===== config.mk =====
export PLATFORM = sky130hd
export DESIGN_NAME = contiguous_ring_allocator_core
export DESIGN_NICKNAME = d
export VERILOG_FILES = /design/src/hw/rtl/cra_pkg.sv /design/src/hw/rtl/contiguous_ring_allocator_core.sv
export SDC_FILE = /design/constraint.sdc
export NUM_CORES = 1
export LEC_CHECK = 0
export CORE_MARGIN = 8
export CORE_UTILIZATION = 40
export CTS_CLUSTER_SIZE = 40
export DETAILED_ROUTE_END_ITERATION = 16
export DONT_BUFFER_PORTS = 1
export PLACE_DENSITY = 0.68
export SLEW_MARGIN = 15
export SYNTH_ARGS = -nofsm -noshare
export SYNTH_HDL_FRONTEND = slang
export SYNTH_SLANG_ARGS = --single-unit

===== constraint.sdc =====
create_clock -name aclk -period 12.9 [get_ports aclk]
set_input_delay 0.645 -clock aclk [delete_from_list [all_inputs] [get_ports aclk]]
set_output_delay 0.645 -clock aclk [all_outputs]
set_load 0.05 [all_outputs]

===== src/hw/rtl/cra_pkg.sv =====
`default_nettype none
// ----------------------------------------------------------------------------
// cra_pkg: shared definitions for the contiguous ring allocator
// Field widths, operation and status codes, and the readable-block helpers.
// ----------------------------------------------------------------------------
package cra_pkg;

    localparam int INDEX_BITS = 15;
    localparam int OP_BITS    = 2;
    localparam int STAT_BITS  = 2;

    localparam logic [INDEX_BITS-1:0] RING_SIZE_RESET = '1;

    typedef logic [INDEX_BITS-1:0] idx_t;
    typedef logic [INDEX_BITS:0]   idx_sum_t;

    typedef enum logic [OP_BITS-1:0] {
        OP_RESERVE = 2'd0,
        OP_COMMIT  = 2'd1,
        OP_CONSUME = 2'd2
    } op_t;

    typedef enum logic [STAT_BITS-1:0] {
        ST_OK        = 2'd0,
        ST_NO_FIT    = 2'd1,
        ST_NO_RESV   = 2'd2,
        ST_OVER_READ = 2'd3
    } status_t;

    typedef struct packed {
        idx_t start;
        idx_t length;
    } rd_block_t;

    function automatic idx_t sub_floor(input idx_t a, input idx_t b);
        return (a > b) ? idx_t'(a - b) : '0;
    endfunction

    // Contiguous readable block for a given ring state
    function automatic rd_block_t readable(input logic empty, input idx_t rd,
                                           input idx_t wr, input logic gap,
                                           input idx_t gap_size, input idx_t size);
        rd_block_t blk;
        idx_t      gap_pos;
        blk     = '0;
        gap_pos = sub_floor(size, gap_size);
        if (!empty) begin
            blk.start = rd;
            if (rd < wr) begin
                blk.length = idx_t'(wr - rd);
            end else if (!gap) begin
                blk.length = sub_floor(size, rd);
            end else if (rd == gap_pos) begin
                blk.start  = '0;
                blk.length = wr;
            end else begin
                blk.length = sub_floor(gap_pos, rd);
            end
        end
        return blk;
    endfunction

endpackage
`default_nettype wire


===== src/hw/rtl/contiguous_ring_allocator_core.sv =====
`default_nettype none
// ----------------------------------------------------------------------------
// contiguous_ring_allocator_core: bip-buffer style region allocator
// Hands out contiguous regions of a ring and reports the readable block.
// ----------------------------------------------------------------------------
// Usage:
//   Input channel s_*: one beat is an operation (s_op: reserve, commit,
//   consume) and a slot count. Result channel m_*: one beat per input beat,
//   carrying status, granted offset, the contiguous readable block after the
//   operation and the empty flag.
//   Config channel cfg_*: writes the ring size and re-initializes the ring;
//   write it only while no beat is in flight. cfg_ready is always high.
//   Path: an accepted input beat passes through the input register, then
//   the result register. Throughput is one beat per cycle while m_ready
//   is high; the ring state is updated in the same cycle that loads the
//   result register, so back-to-back beats see each other's effects.
//   Reset: ring size returns to 32767, ring is empty, no reservation pending,
//   both channels are empty. Reset is synchronous, active low.
//   Stall: when m_ready is low the result is held; the input register fills
//   once more and then s_ready drops until the result is taken.
// ----------------------------------------------------------------------------
module contiguous_ring_allocator_core (
    input  wire                                aclk,
    input  wire                                aresetn,
    input  wire                                cfg_valid,
    output logic                               cfg_ready,
    input  wire  [cra_pkg::INDEX_BITS-1:0]     cfg_data,
    input  wire                                s_valid,
    output logic                               s_ready,
    input  wire  [cra_pkg::OP_BITS-1:0]        s_op,
    input  wire  [cra_pkg::INDEX_BITS-1:0]     s_count,
    output logic                               m_valid,
    input  wire                                m_ready,
    output logic [cra_pkg::STAT_BITS-1:0]      m_status,
    output logic [cra_pkg::INDEX_BITS-1:0]     m_grant_offset,
    output logic [cra_pkg::INDEX_BITS-1:0]     m_read_offset,
    output logic [cra_pkg::INDEX_BITS-1:0]     m_read_length,
    output logic                               m_ring_empty
);
    import cra_pkg::*;

    // input register
    logic                 in_vld_reg;
    logic [OP_BITS-1:0]   op_reg;
    idx_t                 count_reg;

    // ring state
    idx_t size_reg;
    idx_t rd_reg,   rd_next;
    idx_t wr_reg,   wr_next;
    logic empty_reg, empty_next;
    logic gap_reg,  gap_next;
    idx_t gap_size_reg, gap_size_next;
    idx_t pend_cnt_reg, pend_cnt_next;
    idx_t pend_pos_reg, pend_pos_next;

    // result register
    logic                 out_vld_reg;
    logic [STAT_BITS-1:0] status_reg, status_next;
    idx_t                 grant_reg, grant_next;
    idx_t                 rd_off_reg, rd_len_reg;
    logic                 out_empty_reg;

    logic      advance;
    logic      fire;
    logic      cfg_wr;
    rd_block_t cur_blk;
    rd_block_t new_blk;

    assign cfg_ready = 1'b1;
    assign cfg_wr    = cfg_valid;
    assign advance   = !out_vld_reg || m_ready;
    assign s_ready   = !in_vld_reg || advance;
    assign fire      = in_vld_reg && advance;

    assign cur_blk = readable(empty_reg, rd_reg, wr_reg, gap_reg, gap_size_reg, size_reg);
    assign new_blk = readable(empty_next, rd_next, wr_next, gap_next, gap_size_next,
                              size_reg);

    always_comb begin
        logic     fits;
        idx_t     pos;
        idx_t     tail;
        idx_t     gap_pos;
        idx_sum_t nw;
        rd_next       = rd_reg;
        wr_next       = wr_reg;
        empty_next    = empty_reg;
        gap_next      = gap_reg;
        gap_size_next = gap_size_reg;
        pend_cnt_next = pend_cnt_reg;
        pend_pos_next = pend_pos_reg;
        status_next   = ST_OK;
        grant_next    = '0;
        fits          = 1'b1;
        pos           = wr_reg;
        tail          = sub_floor(size_reg, wr_reg);
        gap_pos       = sub_floor(size_reg, gap_size_reg);
        nw            = '0;
        unique case (op_reg)
            OP_RESERVE: begin
                if (empty_reg) begin
                    pos  = '0;
                    fits = count_reg <= size_reg;
                end else if (rd_reg < wr_reg) begin
                    if (count_reg <= tail) begin
                        pos = wr_reg;
                    end else if (count_reg <= rd_reg) begin
                        pos = '0;
                    end else begin
                        fits = 1'b0;
                    end
                end else begin
                    fits = count_reg <= idx_t'(rd_reg - wr_reg);
                end
                if (fits) begin
                    pend_cnt_next = count_reg;
                    pend_pos_next = pos;
                    grant_next    = pos;
                end else begin
                    status_next = ST_NO_FIT;
                end
            end
            OP_COMMIT: begin
                if (pend_cnt_reg == '0) begin
                    status_next = ST_NO_RESV;
                end else begin
                    if (empty_reg) begin
                        rd_next       = pend_pos_reg;
                        nw            = {1'b0, pend_pos_reg} + {1'b0, pend_cnt_reg};
                        wr_next       = (nw == {1'b0, size_reg}) ? '0 : nw[INDEX_BITS-1:0];
                        gap_next      = 1'b0;
                        gap_size_next = '0;
                    end else if (rd_reg < wr_reg) begin
                        if (pend_cnt_reg > tail) begin
                            // wrap to slot 0 and leave the tail as a gap
                            gap_size_next = tail;
                            gap_next      = 1'b1;
                            wr_next       = pend_cnt_reg;
                        end else begin
                            nw      = {1'b0, wr_reg} + {1'b0, pend_cnt_reg};
                            wr_next = (nw == {1'b0, size_reg}) ? '0 : nw[INDEX_BITS-1:0];
                        end
                    end else begin
                        wr_next = idx_t'(wr_reg + pend_cnt_reg);
                    end
                    empty_next    = 1'b0;
                    pend_cnt_next = '0;
                end
            end
            OP_CONSUME: begin
                if (count_reg > cur_blk.length) begin
                    status_next = ST_OVER_READ;
                end else if (!empty_reg) begin
                    if (gap_reg) begin
                        if (rd_reg == gap_pos) begin
                            // skip the gap: read restarts at slot 0
                            rd_next       = count_reg;
                            gap_next      = 1'b0;
                            gap_size_next = '0;
                            if (wr_reg == count_reg) begin
                                empty_next = 1'b1;
                            end
                        end else begin
                            rd_next = idx_t'(rd_reg + count_reg);
                        end
                    end else if (rd_reg < wr_reg) begin
                        if (count_reg == cur_blk.length) begin
                            empty_next = 1'b1;
                        end
                        rd_next = idx_t'(rd_reg + count_reg);
                    end else if (count_reg == sub_floor(size_reg, rd_reg)) begin
                        rd_next = '0;
                        if (wr_reg == '0) begin
                            empty_next = 1'b1;
                        end
                    end else begin
                        rd_next = idx_t'(rd_reg + count_reg);
                    end
                end
            end
            default: begin
                // unused op code: no change
            end
        endcase
    end

    // handshake and control
    always_ff @(posedge aclk) begin
        if (!aresetn) begin
            in_vld_reg  <= 1'b0;
            out_vld_reg <= 1'b0;
        end else begin
            if (s_ready) begin
                in_vld_reg <= s_valid;
            end
            if (advance) begin
                out_vld_reg <= in_vld_reg;
            end
        end
    end

    // ring state
    always_ff @(posedge aclk) begin
        if (!aresetn) begin
            size_reg     <= RING_SIZE_RESET;
            rd_reg       <= '0;
            wr_reg       <= '0;
            empty_reg    <= 1'b1;
            gap_reg      <= 1'b0;
            gap_size_reg <= '0;
            pend_cnt_reg <= '0;
            pend_pos_reg <= '0;
        end else if (cfg_wr) begin
            size_reg     <= cfg_data;
            rd_reg       <= '0;
            wr_reg       <= '0;
            empty_reg    <= 1'b1;
            gap_reg      <= 1'b0;
            gap_size_reg <= '0;
            pend_cnt_reg <= '0;
            pend_pos_reg <= '0;
        end else if (fire) begin
            rd_reg       <= rd_next;
            wr_reg       <= wr_next;
            empty_reg    <= empty_next;
            gap_reg      <= gap_next;
            gap_size_reg <= gap_size_next;
            pend_cnt_reg <= pend_cnt_next;
            pend_pos_reg <= pend_pos_next;
        end
    end

    // payload registers
    always_ff @(posedge aclk) begin
        if (s_ready) begin
            op_reg    <= s_op;
            count_reg <= s_count;
        end
        if (fire) begin
            status_reg    <= status_next;
            grant_reg     <= grant_next;
            rd_off_reg    <= new_blk.start;
            rd_len_reg    <= new_blk.length;
            out_empty_reg <= empty_next;
        end
    end

    assign m_valid        = out_vld_reg;
    assign m_status       = status_reg;
    assign m_grant_offset = grant_reg;
    assign m_read_offset  = rd_off_reg;
    assign m_read_length  = rd_len_reg;
    assign m_ring_empty   = out_empty_reg;

    // a gap only exists while data is held
    a_gap_not_empty: assert property (@(posedge aclk) disable iff (!aresetn)
        gap_reg |-> !empty_reg)
        else $error("gap flag set on an empty ring");

    // an empty ring reports no readable block
    a_empty_block: assert property (@(posedge aclk) disable iff (!aresetn)
        (m_valid && m_ring_empty) |-> (m_read_length == '0 && m_read_offset == '0))
        else $error("empty ring reports a readable block");

    // every commit clears the pending reservation
    a_commit_clears: assert property (@(posedge aclk) disable iff (!aresetn)
        (fire && op_reg == OP_COMMIT) |=> (pend_cnt_reg == '0))
        else $error("reservation still pending after commit");

    // a waiting input beat stays put while the result side is stalled
    a_input_hold: assert property (@(posedge aclk) disable iff (!aresetn)
        (in_vld_reg && !advance) |=> (in_vld_reg && $stable(op_reg) && $stable(count_reg)))
        else $error("input register lost a stalled beat");

endmodule
`default_nettype wire


* Yosys cells after proc, flatten, opt, wreduce, memory -nomap -nowiden *
Index checks and enable logic that the tools add are counted.

cells by class
  add/sub/neg operators = 14
  $lt $le $gt $ge = 15
  eq/ne operators = 11
  mux-type cells = 78
  bitwise gates (word level) = 1
  reductions and logical operators = 13

operators with widths
  cell                  number
  $mux W15              46
  $sub A15 B15 Y15      10
  $gt A15 B15 Y1        9
  $pmux W15 S2          3
  $eq A15 B15 Y1        5
  $le A15 B15 Y1        4
  $add A15 B15 Y16      2
  $eq A16 B15 Y1        2
  $add A15 B15 Y15      2
  $logic_not A15 Y1     2
  $lt A15 B15 Y1        2
  $mux W1               24
  $pmux W2 S3           1
  $mux W2               2
  $ne A2 B2 Y1 const B  2
  $pmux W1 S2           2
  $reduce_and A4 Y1     1
  $reduce_and A3 Y1     1
  $eq A2 B1 Y1 const B  1
  $eq A2 B2 Y1 const B  1
  $logic_not A1 Y1      2
  $logic_not A2 Y1      1
  $logic_or A1 B1 Y1    2
  $reduce_and A2 Y1     1
  4 further kinds       4

storage, ports and cells
  register bits after elaboration = 159
  input port bits = 37
  output and inout port bits = 51
  logic and storage cells = 149

* Longest topological paths before layout *
Gate-level depths: netlist (run 1).

  depth after elaboration = 18
  depth in mapped cells = 65
  mapped depth without buffers = 63

* Worst setup path before layout (run 1) *
OpenSTA, ideal clock, no wires.

  kind = reg2reg
  from = register size_reg[1]
  to = register rd_len_reg[12], in the netlist m_read_length[12] (data pin)
  setup time = 257 ps
  arrival time = 13118 ps
  slack = -475 ps
  cell stages (with the launch flop) = 62
  path buffers = 5
  clock period less this slack = 13375 ps
  path through = dfxtp_1 -> ha_1 -> nor2b_1 -> o21ai_0 -> a21boi_0 -> o21ai_0 -> a21boi_0 -> o21ai_0 -> a21o_1 -> a21oi_1 -> a41o_1 -> o31ai_1 -> clkbuf_1 -> nor2_1 -> ha_1 -> nor2b_1 -> o21ai_0 -> a21boi_0 -> [... 26 more ...] -> o31a_1 -> o31a_1 -> o31ai_1 -> clkbuf_1 -> nor2_1 -> ha_1 -> nor2b_1 -> o21ai_0 -> a21boi_0 -> o41ai_1 -> o211a_1 -> o31ai_1 -> and3b_1 -> clkbuf_1 -> clkbuf_1 -> a221o_1 -> a22oi_1 -> nor2_1

between the ends
  cells in the longest elaborated chain, start to end = 18
  elaborated cells between the ends (all ways) = 78

ends and longest elaborated chain
  item                                                       line                                   RTL
  start: declaration                                         contiguous_ring_allocator_core.sv:48   idx_t size_reg;
  start signal: assignment                                   contiguous_ring_allocator_core.sv:215  size_reg <= cfg_data;
  $sub A15 B15 Y15 / $gt A15 B15 Y1 (equally long branches)  cra_pkg.sv:36                          return (a > b) ? idx_t'(a - b) : '0;
  $mux W15                                                   cra_pkg.sv:36
  $sub A15 B15 Y15 / $gt A15 B15 Y1 (equally long branches)  cra_pkg.sv:36
  $mux W15                                                   cra_pkg.sv:36
  $mux W15                                                   cra_pkg.sv:53                          end else if (rd == gap_pos) begin
  $mux W15                                                   cra_pkg.sv:51                          end else if (!gap) begin
  $mux W15                                                   cra_pkg.sv:49                          if (rd < wr) begin
  $mux W15                                                   cra_pkg.sv:47                          if (!empty) begin
  [... 2 more ...]                                           -
  $pmux W15 S2                                               contiguous_ring_allocator_core.sv:100  unique case (op_reg)
  $sub A15 B15 Y15 / $gt A15 B15 Y1 (equally long branches)  cra_pkg.sv:36
  $mux W15                                                   cra_pkg.sv:36
  $sub A15 B15 Y15 / $gt A15 B15 Y1 (equally long branches)  cra_pkg.sv:36
  $mux W15                                                   cra_pkg.sv:36
  $mux W15                                                   cra_pkg.sv:53
  $mux W15                                                   cra_pkg.sv:51
  $mux W15                                                   cra_pkg.sv:49
  end signal: assignment                                     contiguous_ring_allocator_core.sv:244  rd_len_reg <= new_blk.length;
  end: declaration                                           contiguous_ring_allocator_core.sv:61   idx_t rd_off_reg, rd_len_reg;

Parallel ways exist; a longest one is shown, timed or not.
A chain may end at the register's enable or synchronous reset.

* Worst setup path after layout (run 1) *
  from = register gap_size_reg[1]
  to = register rd_len_reg[14], in the netlist m_read_length[14] (data pin)

between the ends
  cells in the longest elaborated chain, start to end = 18
  elaborated cells between the ends (all ways) = 54

ends and longest elaborated chain
  item                                                       line                                   RTL
  start: declaration                                         contiguous_ring_allocator_core.sv:53   idx_t gap_size_reg, gap_size_next;
  start signal: assignment                                   contiguous_ring_allocator_core.sv:228  gap_size_reg <= gap_size_next;
  $sub A15 B15 Y15 / $gt A15 B15 Y1 (equally long branches)  cra_pkg.sv:36
  $mux W15                                                   cra_pkg.sv:36
  $sub A15 B15 Y15 / $gt A15 B15 Y1 (equally long branches)  cra_pkg.sv:36
  $mux W15                                                   cra_pkg.sv:36
  $mux W15                                                   cra_pkg.sv:53
  $mux W15                                                   cra_pkg.sv:51
  $mux W15                                                   cra_pkg.sv:49
  $mux W15                                                   cra_pkg.sv:47
  [... 2 more ...]                                           -
  $pmux W15 S2                                               contiguous_ring_allocator_core.sv:100
  $sub A15 B15 Y15 / $gt A15 B15 Y1 (equally long branches)  cra_pkg.sv:36
  $mux W15                                                   cra_pkg.sv:36
  $sub A15 B15 Y15 / $gt A15 B15 Y1 (equally long branches)  cra_pkg.sv:36
  $mux W15                                                   cra_pkg.sv:36
  $mux W15                                                   cra_pkg.sv:53
  $mux W15                                                   cra_pkg.sv:51
  $mux W15                                                   cra_pkg.sv:49

Parallel ways exist; a longest one is shown, timed or not.

==> results of run 1 <==
[cells in the final DEF, fill, tap and decap left out, types with 65 or more instances in the layout]
master,count
a21o_1,78
a21oi_1,191
buf_4,104
dfxtp_1,94
edfxtp_1,65
ha_1,289
inv_1,153
nand2_1,167
nand4_1,66
nor2_1,212
o21ai_0,130
xnor2_1,107
xor2_1,72
[per-layer routing]
layer | up-vias | global-route usage
met5 | - | 0
met2 | 1383 | 0.466
li1 | 9859 | -
met3 | 292 | 0.0800
met4 | 6 | 0.163
met1 | 10800 | 0.429
[kinds of logic after synthesis]
logic type / Yosys count / share of synthesized area
AND/OR/NAND/NOR: 781 / 0.187
XOR/XNOR: 182 / 0.0788
AO/OA/AOI/OAI: 884 / 0.297
multiplexers: 25 / 0.0127
buffers and inverters: 278 / 0.0532
adder cells (fa/ha/maj): 302 / 0.187
other: 1 / 0.000181
flip-flops: 159 / 0.185
[where the power goes]
group          internal [µW]  switching (µW)  leakage, µW
sequential               546            45.6      0.00142
clock                    267             280     0.000288
combinational            298             543      0.00747
[path summary, 6_finish.rpt]
kind                                                     from  cells past startpoint                               to  slack [ns]
worst min register to register  gap_size_reg[12]$_SDFFE_PP0P_                      2    gap_size_reg[12]$_SDFFE_PP0P_        0.51
worst min-delay path                                  s_op[0]                      0              op_reg[0]$_DFFE_PP_        0.21
worst max register to register   gap_size_reg[1]$_SDFFE_PP0P_                     64  m_read_length[14]$_SDFFCE_PP0P_        0.51
worst max-delay path             gap_size_reg[1]$_SDFFE_PP0P_                     64  m_read_length[14]$_SDFFCE_PP0P_        0.51
[cell type report]
type	instances	share of cell area
multi-input cells	2175	0.707
flip-flops and latches	159	0.170
well taps	680	0.0376
repair buffers	105	0.0348
inverters	155	0.0257
clock buffers	19	0.0201
clock inverters	13	0.00531
[repair_timing]
action / 4_1_cts / 5_1_grt
pin swaps: 0 / 8
gates resized for setup: 5 / 26
setup endpoints to repair: 14 / 30
setup buffers: 0 / 5
[metrics by stage]
step | total power (µW) | setup slack, ns | instances
after detailed placement | 1400 | -0.203 | 3268
after floorplan | 1130 | 0.00242 | 2612
after CTS | 1940 | 0.0315 | 3300
after global routing | 2050 | -0.0503 | 3306
after global placement | 1390 | 0.244 | 3268
final | 1980 | 0.506 | 3306
==> reports/metrics.cfg, run 1 <==
[outcome]
status=finished, final reports clean

[worst_setup_path]
cp_max_fo=14
crit_buf_inv=6
required_ns=13.12
crit_type=reg2reg
slowest_stage=fa_1
critPathTopFamily=compound AO/OA/AOI/OAI gates
cpPeakStageDelay_ns=0.44
critPathLaunchType=flop
worstPathArrival_ns=12.61
end_kind=flop

[clock_tree]
hold_buffers=0
clock-sinks=159
cts_buffers=17
ctsHtreeMaxLevel=4
clk_pin_slew_ns=0.11
root_buffer=clkbuf_16
cts_tree=built
cts.path.max_buffers=2
worstSkewPairLatency_ns=0.52

[power_and_ir_drop]
ir_worst_vdd_uv=112
leakagePower_uw=0.00918
power.density_nw_per_um2=87.5

[global_route]
grt_usage=0.319
grt_antenna_before_repair=5
grt_first_pass_wirelength_mm=141
overflow=0
grt_pass1_vias=20600
grt_max_degree=55

[drt]
met2_length_mm=41.0
top_layer_used=met5
finalWirelength_mm=98.9
routedWlPerCell_um=29.9
wl_met3_mm=11.0
dr_total_vias=22300
drtIter0Drc=2644
dr.pass1.iters=7
postRouteAntennaNets=0
wl_met1_mm=41.1
drc=0
vias_per_cell=6.75

[sta]
tightest_slew_ns=1.23
hold_viol_final=0
min_period_ns=12.39
fin_crit_sh=0.961
finClkSkew_ns=0.0389
report.final.slew_viol_count=0
setup_tns_ns=0
max-slew-margin-rel=0.173
fmax_mhz=80.7
holdWs_ns=0.211
setup-violations-final=0

[floorplanning]
core_um2=51300
die_h_um=244
initial_utilization=0.405
die_x_um=244
dieArea_um2=59400
io_pins=88
rows=83

[logic_synthesis]
yosysTopAreaCell=ha_1
yosys_most_used_dff=dfxtp_1
yosysMostFrequentCell=ha_1
synthTopCellsByArea=ha_1, edfxtp_1, dfxtp_1
synth_common_cells=ha_1, nor2_1, a21oi_1
syn_inst=2612
yosysTopAreaCellShare=0.174
synth-seq-cells=159
ys.warnings.count=0
avgSynthCellArea_um2=7.95
synth-edff-count=65
synth_cell_types=104
yosysSeqAreaShare=0.185
postSynthNetCount=2951
syn_area_um2=20800
ys_async_sr_fraction=0

[cells_and_area]
fin_area_um2=22600
diodes=0
drive_above_1_share=0.0792
seq_area_um2=3830
nFillCells=5119
final_util=0.441
final_nets=2952
syn_to_final_growth_pct=8.90
multi_input_area_um2=16000

[placement]
io_buffers=0
dp_hpwl_mm=76.5
gp_congestion=1.04
place_area_um2=21900

[worst_hold_path]
min_path_type=in2reg

[flow_run]
cap_violations=0

No activity file was read; power rests on OpenSTA's default activity.
==> run 2, diff against run 1 <==
Settings changed: CORE_ASPECT_RATIO set to 0.7.
==> reports/metrics.cfg, run 2 (synthesis results as in run 1) <==
[floorplanning]
rows=70  ; -16%
die_h_um=207  ; -15%
core_um2=51800  ; +0.90%
initial_utilization=0.401  ; -0.00360
io_pins=88  ; unchanged
die_x_um=288  ; +18%
dieArea_um2=59600  ; +0.20%

[clock_tree]
clock-sinks=159  ; unchanged
root_buffer=clkbuf_16
ctsHtreeMaxLevel=4  ; unchanged
cts_tree=built
cts.path.max_buffers=2  ; unchanged
clk_pin_slew_ns=0.08  ; -0.03 ns
cts_buffers=17  ; unchanged
worstSkewPairLatency_ns=0.48  ; -0.04 ns

[global_route]
grt_max_degree=43  ; -22%
grt_first_pass_wirelength_mm=142  ; +0.48%
grt_usage=0.326  ; +0.00703
use_met2=0.435  ; -0.0309
grt_use_met1=0.457  ; +0.0280
grt_pass1_vias=20600  ; -0.16%
overflow=0  ; unchanged
grt_antenna_before_repair=7  ; +2
busiest_layer=met1
met3_usage=0.141  ; +0.0609

[cells_and_area]
final_util=0.440  ; -0.00104
fin_area_um2=22800  ; +0.66%
drive_above_1_share=0.0848  ; +0.00564
nFillCells=5149  ; +0.59%
layout_commonest_cell=ha_1
final_cell_mix=ha_1, nor2_1, a21oi_1, nand2_1, inv_1
syn_to_final_growth_pct=9.61
final_nets=2966  ; +0.47%

[sta]
hold_viol_final=0  ; unchanged
setup_tns_ns=0  ; unchanged
report.final.slew_viol_count=0  ; unchanged
max-slew-margin-rel=0.233  ; +0.0598
setup-violations-final=0  ; unchanged
min_period_ns=12.37  ; -0.0219 ns
holdWs_ns=0.258  ; +0.0468 ns
fmax_mhz=80.8  ; +0.18%
tightest_slew_ns=1.15  ; -0.0875 ns
finClkSkew_ns=0.0195  ; -0.0194 ns
fin_crit_sh=0.959  ; -0.00170

[worst_setup_path]
required_ns=13.23  ; +0.11 ns
slowest_stage=and3b_2
crit_type=reg2reg
end_kind=flop
cpPeakStageDelay_ns=0.43  ; about the same
cp_max_fo=14  ; unchanged
critPathLaunchType=flop
worstPathArrival_ns=12.70  ; +0.09 ns

[drt]
drtIter0Drc=3450  ; +30%
finalWirelength_mm=100  ; +1.6%
postRouteAntennaNets=0  ; unchanged
vias_per_cell=6.78  ; +0.49%
dr_total_vias=22600  ; +1.2%
dr.pass1.iters=7  ; unchanged
routedWlPerCell_um=30.2  ; +0.95%
drc=0  ; unchanged

[power_and_ir_drop]
internal_power_uw=1140  ; +2.7%
power_frac_comb=0.435  ; +0.010
power.net_switching_uw=886  ; +2.1%
p_clk_frac=0.275  ; about the same
switching_share=0.437  ; -0.00143
ir_worst_vdd_uv=84.7  ; -24%
power.density_nw_per_um2=89.0  ; +1.8%
leakagePower_uw=0.00925  ; +0.76%
p_total_uw=2030  ; +2.4%
pwr-share-seq=0.290  ; -0.009

[placement]
place_area_um2=22000  ; +0.45%
gp_congestion=1.05  ; +1.1%
dp_hpwl_mm=79.0  ; +3.3%
io_buffers=0  ; unchanged

[worst_hold_path]
min_path_type=in2reg

[flow_run]
cap_violations=0  ; unchanged

[outcome]
status=finished, final reports clean

==> run 2: cell count changes in the layout (fill, tap and decap cells not counted), moves of 3 or more <==
| cell | before | now |
|---|---|---|
| buf_4 | 104 | 118 |
| diode_2 | 0 | 4 |
| a31oi_1 | 22 | 25 |
| o21ai_2 | 0 | 3 |
| clkinv_2 | 3 | 0 |
==> run 2: final timing paths <==
path / from / end / slack [ns] / depth (start not counted)
setup / recovery: gap_size_reg[1]$_SDFFE_PP0P_ / m_read_length[5]$_SDFFCE_PP0P_ / 0.53 / 64
hold / removal: s_op[1] / op_reg[1]$_DFFE_PP_ / 0.26 / 0
setup reg to reg: gap_size_reg[1]$_SDFFE_PP0P_ / m_read_length[5]$_SDFFCE_PP0P_ / 0.53 / 64
hold reg to reg: gap_size_reg[6]$_SDFFE_PP0P_ / gap_size_reg[6]$_SDFFE_PP0P_ / 0.51 / 1
==> run 2: what timing repair did <==
item / 4_1_cts / 5_1_grt
setup endpoints to repair: 14 / 30
buffers inserted: 0 / 5
pin swaps: 0 / 14
gates resized for setup: 4 / 34
hold buffers: 0 / 0
==> run 2: worst max-delay path: cells and delay by family (launching register included) <==
kind | cells | cell delay, ns
compound gates | 41 | 7.59
fa+ha+maj | 6 | 1.72
simple gates | 9 | 1.55
buf+inv | 7 | 0.91
flops | 1 | 0.33
xor+xnor | 1 | 0.09
==> run 2: cell type report <==
cell class	count	area (µm²)	area share
Multi-Input combinational cell	2175	16000	0.702
Sequential cell	159	3830	0.168
Timing Repair Buffer	119	901	0.0396
Tap cell	684	856	0.0376
Inverter	155	582	0.0256
Clock buffer	19	464	0.0204
Clock inverter	13	138	0.00605
Antenna cell	4	10.0	0.000440
==> run 2: layer usage <==
metal / routed length, µm / part of all wire
met5: 43 / 0.00043
met4: 3590 / 0.036
met3: 16000 / 0.16
met2: 38000 / 0.38
met1: 42800 / 0.43
==> run 2: power groups by stage <==
stage | registers (µW) | logic (µW) | clock network [µW]
floorplan | 605 | 529 | 0
global placement | 599 | 815 | 0
detailed placement | 599 | 821 | 0
CTS | 587 | 827 | 558
global route | 589 | 929 | 574
finish | 587 | 882 | 557
==> run 2: per-stage QoR <==
stage          setup WS, ns  cells
5_1_grt             -0.0872   3324
4_1_cts              0.0367   3319
2_1_floorplan       0.00242   2612
3_3_place_gp          0.338   3287
6_report              0.528   3328
3_5_place_dp         -0.161   3287
